## src/ccs_pkg.sv

```systemverilog
// Package: shared types and constants for the contour cell segmenter.
`timescale 1ns / 1ps
package ccs_pkg;

	localparam int MAX_LEVELS_DEF = 16;
	localparam int PEN_COUNT_DEF  = 6;
	localparam int RESULT_LIMIT   = 32;
	localparam int QUEUE_DEPTH    = 2;
	localparam int PADDR_W        = 3;

	// Register addresses.
	localparam logic [PADDR_W-1:0] ADDR_INV_INTERVAL = 3'd0;
	localparam logic [PADDR_W-1:0] ADDR_BLOCK_PIXELS = 3'd4;

	localparam logic [23:0] INV_INTERVAL_RST = 24'd65536;
	localparam logic [7:0]  BLOCK_PIXELS_RST = 8'd8;

	// Clamped samples: level units with 24 fraction bits, 14 integer bits plus sign.
	localparam int SW = 39;
	localparam logic signed [SW-1:0] S_LO = -(39'sd300 <<< 24);
	localparam logic signed [SW-1:0] S_HI = (39'sd10000 <<< 24);

	// Division widths: numerator bp*n below 2^8 * 2^38.
	localparam int NW = 46;
	localparam int DW = 38;

	typedef struct packed {
		logic signed [23:0] h_top_left;
		logic signed [23:0] h_top_right;
		logic signed [23:0] h_bottom_right;
		logic signed [23:0] h_bottom_left;
		logic [15:0]        cell_x;
		logic [15:0]        cell_y;
	} in_item_t;

	typedef struct packed {
		logic [16:0] x_start;
		logic [16:0] y_start;
		logic [16:0] x_end;
		logic [16:0] y_end;
		logic [2:0]  pen_index;
		logic        level_overflow;
		logic        last;
	} out_item_t;

	// Classified cell handed from the front to the back.
	typedef struct packed {
		logic signed [3:0][SW-1:0] s;
		logic signed [3:0][14:0]   lv;
		logic signed [14:0]        k_first;
		logic signed [14:0]        k_last;
		logic                      ovf;
		logic [15:0]               cx;
		logic [15:0]               cy;
	} cell_t;

	typedef enum logic [2:0] {
		ST_IDLE,
		ST_LEVEL,
		ST_DIV,
		ST_EMIT
	} back_state_t;

endpackage

```

## src/ccs_front.sv

```systemverilog
// Front end: scales, clamps and floors the corner heights and finds the level range.
`timescale 1ns / 1ps
module ccs_front #(
	parameter int MAX_LEVELS = ccs_pkg::MAX_LEVELS_DEF
) (
	input  logic              clk,
	input  logic              arst_n,
	input  logic              in_valid,
	output logic              in_ready,
	input  ccs_pkg::in_item_t in_data,
	input  logic [23:0]       inv_interval,
	output logic              cell_valid,
	input  logic              cell_ready,
	output ccs_pkg::cell_t    cell_data
);
	import ccs_pkg::*;

	logic                      busy_s1;
	logic [1:0]                cnt_q;
	logic signed [3:0][23:0]   h_s1;
	logic [15:0]               cx_s1, cy_s1;
	logic signed [3:0][SW-1:0] s_q;
	logic signed [3:0][14:0]   lv_q;
	logic                      done_q;
	logic signed [47:0]        prod;
	logic signed [SW-1:0]      clamped;
	logic signed [14:0]        lv_c;
	logic signed [14:0]        lo, hi;
	logic signed [15:0]        span;

	assign in_ready = !busy_s1;

	// One shared multiplier scales one corner per cycle.
	assign prod = $signed(h_s1[cnt_q]) * $signed({1'b0, inv_interval});

	always_comb begin
		if (prod < 48'(S_LO))
			clamped = S_LO;
		else if (prod > 48'(S_HI))
			clamped = S_HI;
		else
			clamped = prod[SW-1:0];
		lv_c = clamped[SW-1:24];
	end

	always_ff @(posedge clk or negedge arst_n) begin
		if (!arst_n) begin
			busy_s1 <= 1'b0;
			cnt_q   <= '0;
			done_q  <= 1'b0;
		end else if (!busy_s1) begin
			if (in_valid) begin
				busy_s1 <= 1'b1;
				cnt_q   <= '0;
				done_q  <= 1'b0;
			end
		end else if (!done_q) begin
			cnt_q <= cnt_q + 2'd1;
			if (cnt_q == 2'd3)
				done_q <= 1'b1;
		end else if (cell_ready) begin
			busy_s1 <= 1'b0;
		end
	end

	always_ff @(posedge clk) begin
		if (!busy_s1 && in_valid) begin
			h_s1[0] <= in_data.h_top_left;
			h_s1[1] <= in_data.h_top_right;
			h_s1[2] <= in_data.h_bottom_right;
			h_s1[3] <= in_data.h_bottom_left;
			cx_s1   <= in_data.cell_x;
			cy_s1   <= in_data.cell_y;
		end
		if (busy_s1 && !done_q) begin
			s_q[cnt_q]  <= clamped;
			lv_q[cnt_q] <= lv_c;
		end
	end

	// Minimum and maximum of the four floored levels.
	always_comb begin
		lo = lv_q[0];
		hi = lv_q[0];
		for (int i = 1; i < 4; i++) begin
			if ($signed(lv_q[i]) < lo) lo = lv_q[i];
			if ($signed(lv_q[i]) > hi) hi = lv_q[i];
		end
		span = 16'(hi) - 16'(lo);
	end

	assign cell_valid        = busy_s1 && done_q;
	assign cell_data.s       = s_q;
	assign cell_data.lv      = lv_q;
	assign cell_data.ovf     = span > 16'(MAX_LEVELS);
	assign cell_data.k_first = lo + 15'sd1;
	assign cell_data.k_last  = (span > 16'(MAX_LEVELS)) ? 15'(lo + 15'(MAX_LEVELS)) : hi;
	assign cell_data.cx      = cx_s1;
	assign cell_data.cy      = cy_s1;

endmodule

```

## src/ccs_queue.sv

```systemverilog
// Small queue between the front and the back end.
`timescale 1ns / 1ps
module ccs_queue (
	input  logic           clk,
	input  logic           arst_n,
	input  logic           wr_valid,
	output logic           wr_ready,
	input  ccs_pkg::cell_t wr_data,
	output logic           rd_valid,
	input  logic           rd_ready,
	output ccs_pkg::cell_t rd_data
);
	import ccs_pkg::*;

	cell_t       mem_q [QUEUE_DEPTH];
	logic        wp_q, rp_q;
	logic [1:0]  cnt_q;
	logic        push, pop;

	assign wr_ready = cnt_q != 2'(QUEUE_DEPTH);
	assign rd_valid = cnt_q != 2'd0;
	assign rd_data  = mem_q[rp_q];
	assign push     = wr_valid && wr_ready;
	assign pop      = rd_valid && rd_ready;

	always_ff @(posedge clk or negedge arst_n) begin
		if (!arst_n) begin
			wp_q  <= 1'b0;
			rp_q  <= 1'b0;
			cnt_q <= '0;
		end else begin
			if (push) wp_q <= !wp_q;
			if (pop) rp_q <= !rp_q;
			cnt_q <= cnt_q + 2'(push) - 2'(pop);
		end
	end

	always_ff @(posedge clk) begin
		if (push) mem_q[wp_q] <= wr_data;
	end

`ifndef NO_ASSERTIONS
	a_no_overflow: assert property (@(posedge clk) disable iff (!arst_n)
		cnt_q <= 2'(QUEUE_DEPTH)) else $error("queue count out of range");
	a_pop_nonempty: assert property (@(posedge clk) disable iff (!arst_n)
		cnt_q == 2'd0 |-> !pop) else $error("pop from empty queue");
	a_count_step: assert property (@(posedge clk) disable iff (!arst_n)
		push && !pop |=> cnt_q == $past(cnt_q) + 2'd1) else $error("count did not grow");
`endif

endmodule

```

## src/ccs_back.sv

```systemverilog
// Back end: walks the levels, interpolates crossings with a serial divider, emits segments.
`timescale 1ns / 1ps
module ccs_back #(
	parameter int PEN_COUNT = ccs_pkg::PEN_COUNT_DEF
) (
	input  logic               clk,
	input  logic               arst_n,
	input  logic               cell_valid,
	output logic               cell_ready,
	input  ccs_pkg::cell_t     cell_data,
	input  logic [7:0]         block_pixels,
	output logic               out_valid,
	input  logic               out_ready,
	output ccs_pkg::out_item_t out_data
);
	import ccs_pkg::*;

	// Offset that lifts the lowest level above zero, a multiple of the pen count.
	localparam int PEN_OFS = ((300 + PEN_COUNT - 1) / PEN_COUNT) * PEN_COUNT;
	localparam int PEN_SH  = 24;
	localparam logic [24:0] PEN_RCP = 25'(((1 << PEN_SH) + PEN_COUNT - 1) / PEN_COUNT);

	back_state_t              state_q, state_d;
	cell_t                    cell_q;
	logic signed [14:0]       k_q;
	logic [3:0]               pen_q;
	logic [3:0]               hit_q;
	logic [1:0]               edge_q;
	logic [5:0]               bit_q;
	logic [NW-1:0]            quo_q;
	logic [DW:0]              rem_q;
	logic [DW-1:0]            den_q;
	logic [3:0][NW-1:0]       off_q;
	logic [5:0]               cnt_q;
	logic [1:0]               seg_q;
	logic [NW-1:0]            num_s;
	logic [DW-1:0]            den_s;
	logic [3:0]               hit_c;
	logic [DW:0]              rem_sh;
	logic                     ge;
	logic                     emit_ok;
	logic [1:0]               seg_n;
	logic [1:0]               st_e, en_e;
	logic [2:0]               m1;
	logic [1:0]               a_e;
	logic signed [SW+1:0]     kq, nn, dd;
	logic                     more_seg;
	logic [16:0]              px [4];
	logic [16:0]              py [4];
	logic [16:0]              bp17;
	logic                     last_lvl;
	logic                     div_done;
	logic [14:0]              pen_u;
	logic [39:0]              pen_prod;
	logic [14:0]              pen_quo;
	logic [14:0]              pen_rem;

	// Edge crossings for the current level.
	always_comb begin
		for (int e = 0; e < 4; e++)
			hit_c[e] = ($signed(cell_q.lv[(e + 3) & 3]) < k_q) !=
				($signed(cell_q.lv[e]) < k_q);
	end

	// Numerator and denominator for the edge being divided.
	always_comb begin
		a_e = edge_q + 2'd3;
		kq  = $signed({k_q, 24'd0});
		dd  = (SW+2)'($signed(cell_q.s[edge_q])) - (SW+2)'($signed(cell_q.s[a_e]));
		if (edge_q == 2'd1 || edge_q == 2'd2)
			nn = kq - (SW+2)'($signed(cell_q.s[a_e]));
		else
			nn = (SW+2)'($signed(cell_q.s[edge_q])) - kq;
		if (dd < 0) begin
			nn = -nn;
			dd = -dd;
		end
		if (nn < 0) nn = '0;
		num_s = NW'(block_pixels) * NW'(nn[DW-1:0]);
		den_s = dd[DW-1:0];
	end

	// Pen of the first level by reciprocal multiplication of the offset level.
	always_comb begin
		pen_u    = 15'(cell_data.k_first + 15'(PEN_OFS));
		pen_prod = 40'(pen_u) * 40'(PEN_RCP);
		pen_quo  = pen_prod[PEN_SH +: 15];
		pen_rem  = pen_u - 15'(pen_quo * 15'(PEN_COUNT));
	end

	assign rem_sh = {rem_q[DW-1:0], quo_q[NW-1]};
	assign ge     = rem_sh >= {1'b0, den_q};

	// The last edge is finished either by a skip at load or by its final divider step.
	assign div_done = (edge_q == 2'd3) &&
		((bit_q == 6'(NW) && (!hit_q[3] || den_s == '0)) || bit_q == 6'(NW - 1));

	// Pairing: current segment starts at seg_q, ends at the next crossed edge (edges 2 and 3 swapped).
	always_comb begin
		m1 = 3'd4;
		for (int j = 3; j >= 1; j--)
			if (j > seg_q && hit_q[j]) m1 = 3'(j);
		st_e = seg_q;
		en_e = m1[1:0];
		if (seg_q == 2'd2 && m1 == 3'd3) begin
			st_e = 2'd3;
			en_e = 2'd2;
		end
		seg_n = 2'd0;
		more_seg = 1'b0;
		for (int j = 3; j >= 0; j--)
			if (j > m1 && hit_q[j]) begin
				seg_n = 2'(j);
				more_seg = 1'b1;
			end
	end

	// Crossing points in pixels.
	assign bp17 = 17'(block_pixels);
	always_comb begin
		for (int e = 0; e < 4; e++) begin
			if (e[0]) begin
				px[e] = 17'(cell_q.cx) + off_q[e][16:0];
				py[e] = 17'(cell_q.cy) + ((e == 3) ? bp17 : 17'd0);
			end else begin
				px[e] = 17'(cell_q.cx) + ((e == 2) ? bp17 : 17'd0);
				py[e] = 17'(cell_q.cy) + off_q[e][16:0];
			end
		end
	end

	assign last_lvl = k_q >= cell_q.k_last;
	assign emit_ok  = cnt_q < 6'(RESULT_LIMIT);

	// Next state.
	always_comb begin
		state_d = state_q;
		case (state_q)
			ST_IDLE:  if (cell_valid) state_d = ST_LEVEL;
			ST_LEVEL: begin
				if (k_q > cell_q.k_last)
					state_d = ST_IDLE;
				else if (hit_c != 4'd0)
					state_d = ST_DIV;
			end
			ST_DIV:   if (div_done) state_d = ST_EMIT;
			ST_EMIT: begin
				if (!emit_ok || out_ready) begin
					if (!more_seg)
						state_d = last_lvl ? ST_IDLE : ST_LEVEL;
				end
			end
			default:  state_d = ST_IDLE;
		endcase
	end

	// Outputs.
	always_comb begin
		cell_ready = state_q == ST_IDLE;
		out_valid  = (state_q == ST_EMIT) && emit_ok;
		out_data.x_start        = px[st_e];
		out_data.y_start        = py[st_e];
		out_data.x_end          = px[en_e];
		out_data.y_end          = py[en_e];
		out_data.pen_index      = 3'(pen_q);
		out_data.level_overflow = cell_q.ovf;
		out_data.last = (last_lvl && !more_seg) || (cnt_q == 6'(RESULT_LIMIT - 1));
	end

	always_ff @(posedge clk or negedge arst_n) begin
		if (!arst_n)
			state_q <= ST_IDLE;
		else
			state_q <= state_d;
	end

	// Datapath registers.
	always_ff @(posedge clk) begin
		case (state_q)
			ST_IDLE: begin
				if (cell_valid) begin
					cell_q <= cell_data;
					k_q    <= cell_data.k_first;
					cnt_q  <= '0;
					// Nonnegative k mod PEN_COUNT; k stays within -299..10001.
					pen_q  <= pen_rem[3:0];
				end
			end
			ST_LEVEL: begin
				hit_q  <= hit_c;
				edge_q <= 2'd0;
				bit_q  <= 6'(NW);
				if (hit_c == 4'd0 && k_q <= cell_q.k_last) begin
					k_q   <= k_q + 15'sd1;
					pen_q <= (pen_q == 4'(PEN_COUNT - 1)) ? 4'd0 : pen_q + 4'd1;
				end
				seg_q <= hit_c[0] ? 2'd0 : hit_c[1] ? 2'd1 : hit_c[2] ? 2'd2 : 2'd3;
			end
			ST_DIV: begin
				if (bit_q == 6'(NW)) begin
					// Load the divider for this edge.
					quo_q <= num_s;
					rem_q <= '0;
					den_q <= den_s;
					bit_q <= '0;
					if (!hit_q[edge_q] || den_s == '0) begin
						off_q[edge_q] <= '0;
						bit_q  <= 6'(NW);
						edge_q <= edge_q + 2'd1;
					end
				end else begin
					rem_q <= ge ? rem_sh - {1'b0, den_q} : rem_sh;
					quo_q <= {quo_q[NW-2:0], ge};
					bit_q <= bit_q + 6'd1;
					if (bit_q == 6'(NW - 1)) begin
						off_q[edge_q] <= {quo_q[NW-2:0], ge};
						bit_q  <= 6'(NW);
						edge_q <= edge_q + 2'd1;
					end
				end
			end
			ST_EMIT: begin
				if (!emit_ok || out_ready) begin
					if (emit_ok) cnt_q <= cnt_q + 6'd1;
					seg_q <= seg_n;
					if (!more_seg) begin
						k_q   <= k_q + 15'sd1;
						pen_q <= (pen_q == 4'(PEN_COUNT - 1)) ? 4'd0 : pen_q + 4'd1;
					end
				end
			end
			default: ;
		endcase
	end

`ifndef NO_ASSERTIONS
	a_out_in_emit: assert property (@(posedge clk) disable iff (!arst_n)
		out_valid |-> state_q == ST_EMIT) else $error("result outside emit");
	a_pen_range: assert property (@(posedge clk) disable iff (!arst_n)
		out_valid |-> out_data.pen_index < 3'(PEN_COUNT)) else $error("pen out of range");
	a_limit: assert property (@(posedge clk) disable iff (!arst_n)
		cnt_q <= 6'(RESULT_LIMIT)) else $error("result count overrun");
`endif

endmodule

```

## src/contour_cell_segmenter.sv

```systemverilog
// Top level: contour segment generator for one grid cell per transfer.
//
// Usage: each input transfer carries the four corner heights (signed Q16.8) and the
// cell's pixel origin. The block answers with zero to 32 output transfers, one per
// contour line segment; last marks the final segment of a cell, and a flat cell
// gives no output at all. Registers inv_interval (address 0) and block_pixels
// (address 4) must be written over the APB port only while the block is idle; the
// block itself does not enforce this. The front scales the four corners one after
// another through one shared multiplier and hands the cell on; it takes no new cell
// until that cell has been handed on. The back walks the levels one by one, runs the
// bit-serial divider for each crossed edge, skips edges without a crossing, and emits
// one segment at a time. The serial divider sets throughput. A two-entry queue lets
// the front take the next cell meanwhile.
// Reset clears all control state and loads the register defaults; when the receiver
// stalls, the current segment is held unchanged until it is transferred.
`timescale 1ns / 1ps
module contour_cell_segmenter #(
	parameter int MAX_LEVELS = ccs_pkg::MAX_LEVELS_DEF,
	parameter int PEN_COUNT  = ccs_pkg::PEN_COUNT_DEF
) (
	input  logic                         clk,
	input  logic                         arst_n,
	input  logic                         in_valid,
	output logic                         in_ready,
	input  ccs_pkg::in_item_t            in_data,
	output logic                         out_valid,
	input  logic                         out_ready,
	output ccs_pkg::out_item_t           out_data,
	input  logic                         psel,
	input  logic                         penable,
	input  logic                         pwrite,
	input  logic [ccs_pkg::PADDR_W-1:0]  paddr,
	input  logic [31:0]                  pwdata,
	output logic [31:0]                  prdata,
	output logic                         pready
);
	import ccs_pkg::*;

	logic [23:0] inv_interval_q;
	logic [7:0]  block_pixels_q;
	logic        fc_valid, fc_ready, qb_valid, qb_ready;
	cell_t       fc_data, qb_data;

	// Configuration registers.
	assign pready = 1'b1;
	always_ff @(posedge clk or negedge arst_n) begin
		if (!arst_n) begin
			inv_interval_q <= INV_INTERVAL_RST;
			block_pixels_q <= BLOCK_PIXELS_RST;
		end else if (psel && penable && pwrite) begin
			if (paddr == ADDR_INV_INTERVAL) inv_interval_q <= pwdata[23:0];
			if (paddr == ADDR_BLOCK_PIXELS) block_pixels_q <= pwdata[7:0];
		end
	end

	always_comb begin
		case (paddr)
			ADDR_INV_INTERVAL: prdata = {8'd0, inv_interval_q};
			ADDR_BLOCK_PIXELS: prdata = {24'd0, block_pixels_q};
			default:           prdata = '0;
		endcase
	end

	ccs_front #(.MAX_LEVELS(MAX_LEVELS)) u_front (
		.clk, .arst_n, .in_valid, .in_ready, .in_data,
		.inv_interval(inv_interval_q),
		.cell_valid(fc_valid), .cell_ready(fc_ready), .cell_data(fc_data)
	);

	ccs_queue u_queue (
		.clk, .arst_n,
		.wr_valid(fc_valid), .wr_ready(fc_ready), .wr_data(fc_data),
		.rd_valid(qb_valid), .rd_ready(qb_ready), .rd_data(qb_data)
	);

	ccs_back #(.PEN_COUNT(PEN_COUNT)) u_back (
		.clk, .arst_n,
		.cell_valid(qb_valid), .cell_ready(qb_ready), .cell_data(qb_data),
		.block_pixels(block_pixels_q),
		.out_valid, .out_ready, .out_data
	);

endmodule

```

## config.mk

```make
export PLATFORM = sky130hd
export DESIGN_NAME = contour_cell_segmenter
export DESIGN_NICKNAME = d
export VERILOG_FILES = /design/src/ccs_pkg.sv /design/src/ccs_front.sv /design/src/ccs_queue.sv /design/src/ccs_back.sv /design/src/contour_cell_segmenter.sv
export SDC_FILE = /design/constraint.sdc
export NUM_CORES = 2
export LEC_CHECK = 0
export ABC_AREA = 0
export BUFFER_PORTS_ARGS = -buffer_cell sky130_fd_sc_hd__buf_2
export CORE_UTILIZATION = 55
export DETAILED_ROUTE_END_ITERATION = 16
export GPL_TIMING_DRIVEN = 0
export MAX_ROUTING_LAYER = met4
export PLACE_DENSITY = 0.82
export SLEW_MARGIN = 20
export SYNTH_ARGS = -nofsm -noshare
export SYNTH_HDL_FRONTEND = slang
export SYNTH_SLANG_ARGS = --single-unit
```

## constraint.sdc

```tcl
create_clock -name clk -period 16.7 [get_ports clk]
set_input_delay 3.34 -clock clk [delete_from_list [all_inputs] [get_ports clk]]
set_output_delay 3.34 -clock clk [all_outputs]
set_load 0.02 [all_outputs]
```

* Word level (Yosys, flattened, before mapping) *
Memory sizes are Yosys's and may differ from the RTL's.
Index checks and enable logic that the tools add are counted.

storage, ports and cells
  register bits after elaboration = 996
  bits in writable memories = 558
  input port bits = 170
  output and inout port bits = 108
  word-level logic and storage cells = 313
  memories = 1

operators by class
  add/sub/neg operators = 26
  $mul = 4
  $lt $le $gt $ge = 33
  equal/unequal tests = 30
  mux-type cells = 108
  bitwise operators = 4
  reduce and logical (&&, ||, !) cells = 58

memories
  name           depth  width  read ports  clocked after memory_dff  wr ports  line             source
  u_queue.mem_q  2      279    1           0                         1         ccs_queue.sv:15  cell_t mem_q [QUEUE_DEPTH];

operators by type and width
  kind                  number
  $mux 184              3
  $mux 39               5
  $and 184x184->184     1
  $bwmux 184            1
  $not 184->184         1
  $mux 15               12
  $bmux 39 s2           2
  $bwmux 156            1
  $bmux 17 s2           4
  $mux 17               8
  $sub 39x39->40        3
  $mux 38               3
  $lt 15x15->1          7
  $demux 46 s2          1
  $mux 46               2
  $mux 41               2
  $demux 39 s2          1
  $add 16x17->17        4
  $bwmux 60             1
  $gt 15x15->1          4
  $bmux 24 s2           1
  $gt 48x39->1 const B  1
  $lt 48x34->1 const B  1
  $mul 24x25->48        1
  other kinds (73)      193

* Depth between registers and ports, before layout *
  word-level depth = 13
  gate-level depth with buffers = 60
  mapped depth without buffers = 48

* Modules after synthesis *
A second synthesis with hierarchy kept.

second synthesis, totals
  cell total of the unflattened synthesis = 9,454
  area, all modules = 105,585.0 um^2

modules (own cells, without submodules)
  module                  instances  cells each  area an instance (um^2)  sequential area each (um^2)
  ccs_back                1          5,146       48,924.4                 14,854.2
  ccs_front               1          3,300       33,832.4                 8,628.3
  ccs_queue               1          890         21,169.1                 16,856.2
  contour_cell_segmenter  1          118         1,659.1                  803.3

* Worst setup path after synthesis *
OpenSTA, ideal clock, no wires.

  path type = reg2reg
  start = register u_back.edge_q[0]
  end = register u_back.quo_q[44], data pin
  setup time = 0.264 ns
  data arrival time = 14.778 ns
  data required time = 16.436 ns
  path slack = 1.658 ns
  cell stages (with the launch flop) = 57
  buffers on the path = 19
  clock period less this slack = 15.042 ns
  cells stage by stage = edfxtp_1 > buf_4 > buf_4 > buf_2 > buf_2 > buf_2 > buf_2 > buf_1 > inv_1 > ha_1 > clkbuf_1 > clkbuf_1 > buf_2 > buf_2 > buf_1 > clkbuf_1 > clkbuf_1 > clkbuf_1 > [... 21 more ...] > fa_1 > inv_1 > fa_1 > inv_1 > ha_1 > a21o_1 > a21o_1 > a21oi_1 > nor2_1 > a211oi_1 > o21ai_0 > a21oi_1 > o211ai_1 > a41oi_1 > a21oi_1 > a2111oi_0 > or4_1 > nand3_1

between the ends
  word-level cells in the longest chain between the ends = 11
  elaborated cells on any way between the ends = 19
  those cells by class = add/sub (5); mul (1); order compare (2); eq/ne (2); mux (8); reduce/logical (1)

RTL lines
  item                               line                            source
  start: declaration                 ccs_back.sv:28                  logic [1:0] edge_q;
  start signal: assignment           ccs_back.sv:209                 edge_q <= edge_q + 2'd1;
  start signal: assignment           ccs_back.sv:218                 edge_q <= edge_q + 2'd1;
  $add 2x2->2 (*)                    ccs_back.sv:67                  a_e = edge_q + 2'd3;
  via u_back.a_e[0]                  ccs_back.sv:45                  logic [1:0] a_e;
  $bmux 39 s2 (*)                    ccs_back.sv:69, ccs_back.sv:71
  $mux 39 (implied by the code) (*)  ccs_back.sv:69, ccs_back.sv:71
  $sub 39x39->40                     ccs_back.sv:71                  nn = kq - (SW+2)'($signed(cell_q.s[a_e]));
  $mux 41                            ccs_back.sv:70                  if (edge_q == 2'd1 || edge_q == 2'd2)
  $neg 41->41                        ccs_back.sv:75                  nn = -nn;
  $mux 41 (*)                        ccs_back.sv:74                  if (dd < 0) begin
  $lt 41x1->1                        ccs_back.sv:78                  if (nn < 0) nn = '0;
  $mux 38 (*)                        ccs_back.sv:78
  $mul 8x38->46 (*)                  ccs_back.sv:79                  num_s = NW'(block_pixels) * NW'(nn[DW-1:0]);
  $mux 46 (*)                        ccs_back.sv:200                 if (bit_q == 6'(NW)) begin
  end signal: assignment             ccs_back.sv:202                 quo_q <= num_s;
  end signal: assignment             ccs_back.sv:213                 quo_q <= {quo_q[NW-2:0], ge};
  end: declaration                   ccs_back.sv:30                  logic [NW-1:0] quo_q;

Mark *: on every way through the listed nets, which the timed path passes. The rest lies on a longest branch. The select of a mux whose other input is x is not followed.
A chain may end at the register's enable or synchronous reset.

* Worst setup path in the final report *
  start = register u_back.edge_q[1]
  end = register u_back.quo_q[45], data pin

between the ends
  word-level cells in the longest chain between the ends = 11
  elaborated cells on any way between the ends = 19
  those cells by class = add/sub (5); mul (1); order compare (2); eq/ne (2); mux (8); reduce/logical (1)

RTL lines
  item                           line
  $add 2x2->2                    ccs_back.sv:67
  $bmux 39 s2                    ccs_back.sv:69, ccs_back.sv:71
  $mux 39 (implied by the code)  ccs_back.sv:69, ccs_back.sv:71
  $sub 39x39->40                 ccs_back.sv:71
  $mux 41                        ccs_back.sv:70
  $neg 41->41                    ccs_back.sv:75
  $mux 41 (*)                    ccs_back.sv:74
  $lt 41x1->1                    ccs_back.sv:78
  $mux 38 (*)                    ccs_back.sv:78
  $mul 8x38->46 (*)              ccs_back.sv:79
  $mux 46 (*)                    ccs_back.sv:200

Every way passes the cells marked *; elsewhere a longest branch is shown, timed or not. The select of a mux whose other input is x is not followed.

==> results_dict.tcl <==
set metrics [dict create \
    finalHoldViolations 0 \
    grt_util_met3_pct 5.84 \
    max-clock-path-buffers 3 \
    crit_top_cell "o21ai_0" \
    synth_seq_area_share_pct 36.5 \
    clock_latency_ns 0.78 \
    drt_iter0_drc 7523 \
    rows 154 \
    layout.cells.most_common "edfxtp_1" \
    drc 0 \
    via_count 74100 \
    die_area_mm2 0.180 \
    start_kind "flop" \
    dieHeight_um 424 \
    async_reset_ff_share_pct 3.51 \
    cpPeakStageDelay_ns 0.54 \
    synth_top_area_share_pct 35.4 \
    synth_compound_area_share_pct 9.83 \
    grt_pass1_vias 75300 \
    min_from "u_front.cell_data[201]" \
    synth_top_family_by_area "adder cells" \
    start_util_pct 55.5 \
    via_per_inst 6.15 \
    io_buffers 259 \
    grt_busiest_layer "met2" \
    synth.avg_cell_area_um2 10.7 \
    grt.total_usage_pct 33.8 \
    syn_to_final_growth_pct 9.70 \
    ys_ff_latch 1197 \
    critical_path.slowest_cell "ha_2" \
    synth_cell_type_count 99 \
    routed_wl_mm 298 \
    ios 278 \
    ys_top_cells_by_area "edfxtp_1 (35%), fa_1 (16%), ha_1 (9.0%)" \
    gp_congestion 0.995 \
    use_met1_pct 41.9 \
    whs_ns 0.408 \
    crit_required_ns 17.19 \
    wl_per_cell_um 24.8 \
    muxShareOfSynthArea_pct 7.00 \
    mostFrequentLayoutCells "edfxtp_1 (1,155), inv_1 (1,144), nand2_1 (882), fa_1 (769), ha_1 (703)" \
    setup_viol 0 \
    cts_root_buffer "clkbuf_16" \
    htreeDepth 3 \
    cts_inserted_buffers 119 \
    tightestPinTransition_ns 1.25 \
    grt-ovfl-total 0 \
    postCtsHoldBufs 0 \
    post-dp-hpwl_mm 232 \
    cts_tree "yes" \
    r2r_start "u_back.edge_q[1]" \
    grt_pass1_wl_mm 449 \
    synth_xor_area_share_pct 3.36 \
    syn_area_mm2 0.0980 \
    crit_type "flop to flop" \
    arrival_ns 16.66 \
    rsz0062_at_grt "false" \
    grt_max_degree 55 \
    fillers 13900 \
    finalMaxSlewViolations 0 \
    synth_cells 9162 \
    cts_sinks 1197 \
    synth_flop_cell "edfxtp_1" \
    drive_gt1_share_pct 10.8 \
    synthSimpleGateAreaFrac_pct 12.7 \
    first_pass_iters 6 \
    final_nets 11200 \
    clock_skew_ns 0.0636 \
    antenna_found_initial 21 \
    fin_crit_ns 16.17 \
    drv_cap 0 \
    crit_start "u_back.edge_q[1]" \
    synth_edf_count 1155 \
    placeableCoreArea_mm2 0.176 \
    max_freq_mhz 61.8 \
    outcome "finished clean" \
    cp-end-kind "flop" \
    relSlewSlack_pct 15.8 \
    period_share_pct 96.9 \
    die_w_um 424 \
    yosys_warnings 0 \
    cts.reportedPaths.clkPinSlew_ns 0.06 \
    cp_max_fo 19 \
    postRouteAntennaNets 0 \
    synthDominantAreaCellType "edfxtp_1" \
    met2_usage_pct 53.5 \
    synth_adder_area_share_pct 24.7 \
    min_path_type "flop to flop" \
]
-- logic make-up after synthesis --
| group | Yosys count |
|---|---|
| adders and majority gates | 1475 |
| xor gates and xnor gates | 376 |
| muxes | 524 |
| buffers and inverters | 1531 |
| other | 2 |
| and+or+nand+nor | 2578 |
| AOI/OAI and AO/OA | 1479 |
| DFF | 1197 |
-- area by class of cell --
cell class | count | area (um2) | share of cell area, %
multi-input combinational | 6441 | 56800 | 52.8
buffer | 380 | 1560 | 1.45
tap | 2340 | 2930 | 2.72
sequential | 1197 | 35700 | 33.2
clock buffer | 139 | 3100 | 2.88
inverter | 1146 | 4300 | 4.00
clock inverter | 85 | 963 | 0.896
antenna | 22 | 55.1 | 0.0512
timing repair buffer | 299 | 2070 | 1.93
-- flip-flops by register name, indices dropped and copies added (netlist names), 8 cells and up --
signal             count
u_queue.mem_q        438
u_back.cell_q        203
u_front.cell_data    156
u_front.h_s1          96
u_back.off_q          68
u_back.quo_q          46
u_back.den_q          38
u_back.rem_q          38
inv_interval_q        24
u_front.cx_s1         16
u_front.cy_s1         16
u_back.k_q            15
block_pixels_q         8
-- worst max-delay path, delay by kind of cell (launching register included) --
kind | cells | cell delay (ns)
and+or+nand+nor | 5 | 1.55
adders and majority gates | 7 | 3.11
xor gates and xnor gates | 1 | 0.15
AOI/OAI and AO/OA | 19 | 4.91
muxes | 1 | 0.33
DFF | 1 | 0.48
buffers and inverters | 19 | 5.30
-- stage by stage --
step | instances | setup WS [ns] | setup TNS [ns] | util [%] | area (um2)
floorplan | 9169 | 1.66 | 0 | - | 98000
global placement | 11800 | -5.02 | -166.39 | 57.9 | 102000
detailed placement | 11800 | -5.15 | -149.80 | 58.4 | 103000
CTS | 12000 | 0.00451 | 0 | 60.8 | 107000
global route | 12000 | 0.0889 | 0 | 60.9 | 107000
finish | 12000 | 0.526 | 0 | 60.9 | 107000
-- cells in the mapped netlist, types with 17 or more instances --
cell type     n
edfxtp_1   1155
inv_1      1144
nand2_1     882
fa_1        769
ha_1        705
nor2_1      565
o21ai_0     372
a21oi_1     339
clkbuf_1    317
mux2_2      282
and2_1      272
xnor2_1     235
nand3_1     171
a21o_1      146
mux2i_1     141
xor2_1      141
mux4_2      101
nand2b_1    100
nor3_1      100
nor2b_1      93
and3_1       74
a211oi_1     73
nor4_1       63
o21a_1       62
nand4_1      57
a31oi_1      55
or2_2        51
dfrtp_1      40
o211ai_1     38
or3_1        36
buf_1        34
o31ai_1      32
o21bai_1     31
a211o_1      30
a21boi_0     28
o22ai_1      22
a22oi_1      21
o31a_1       21
or4_1        21
o221ai_1     20
o311ai_0     20
a2111oi_0    19
a22o_1       18
buf_2        17
buf_4        17
-- final timing paths --
check                                        endpoint  slack, ns  depth (start not counted)
max in group asynchronous                u_queue.rp_q      13.41                          1
worst max-delay path                 u_back.quo_q[45]       0.53                         52
min in group asynchronous          inv_interval_q[14]       2.63                          1
worst min-delay path            u_queue.mem_q[1][201]       0.41                          0
worst min register to register  u_queue.mem_q[1][201]       0.41                          0
worst max register to register       u_back.quo_q[45]       0.53                         52
-- routing by layer --
| layer | vias up | wire length, um |
|---|---|---|
| met2 | 3829 | 141000 |
| met5 | - | 0 |
| met1 | 36700 | 114000 |
| li1 | 32700 | - |
| met4 | 0 | 16800 |
| met3 | 828 | 26700 |
-- repair_timing --
action / 4_1_cts / 5_1_grt
pin swaps: 3 / 0
buffers inserted: 4 / 3
setup endpoints to repair: 44 / 11
hold endpoints to repair: 0 / 0
gates resized for setup: 55 / 14
Power is left out: the tool's default activity adds up to more than one toggle a clock period on the data nets, which glitch-free logic cannot reach.
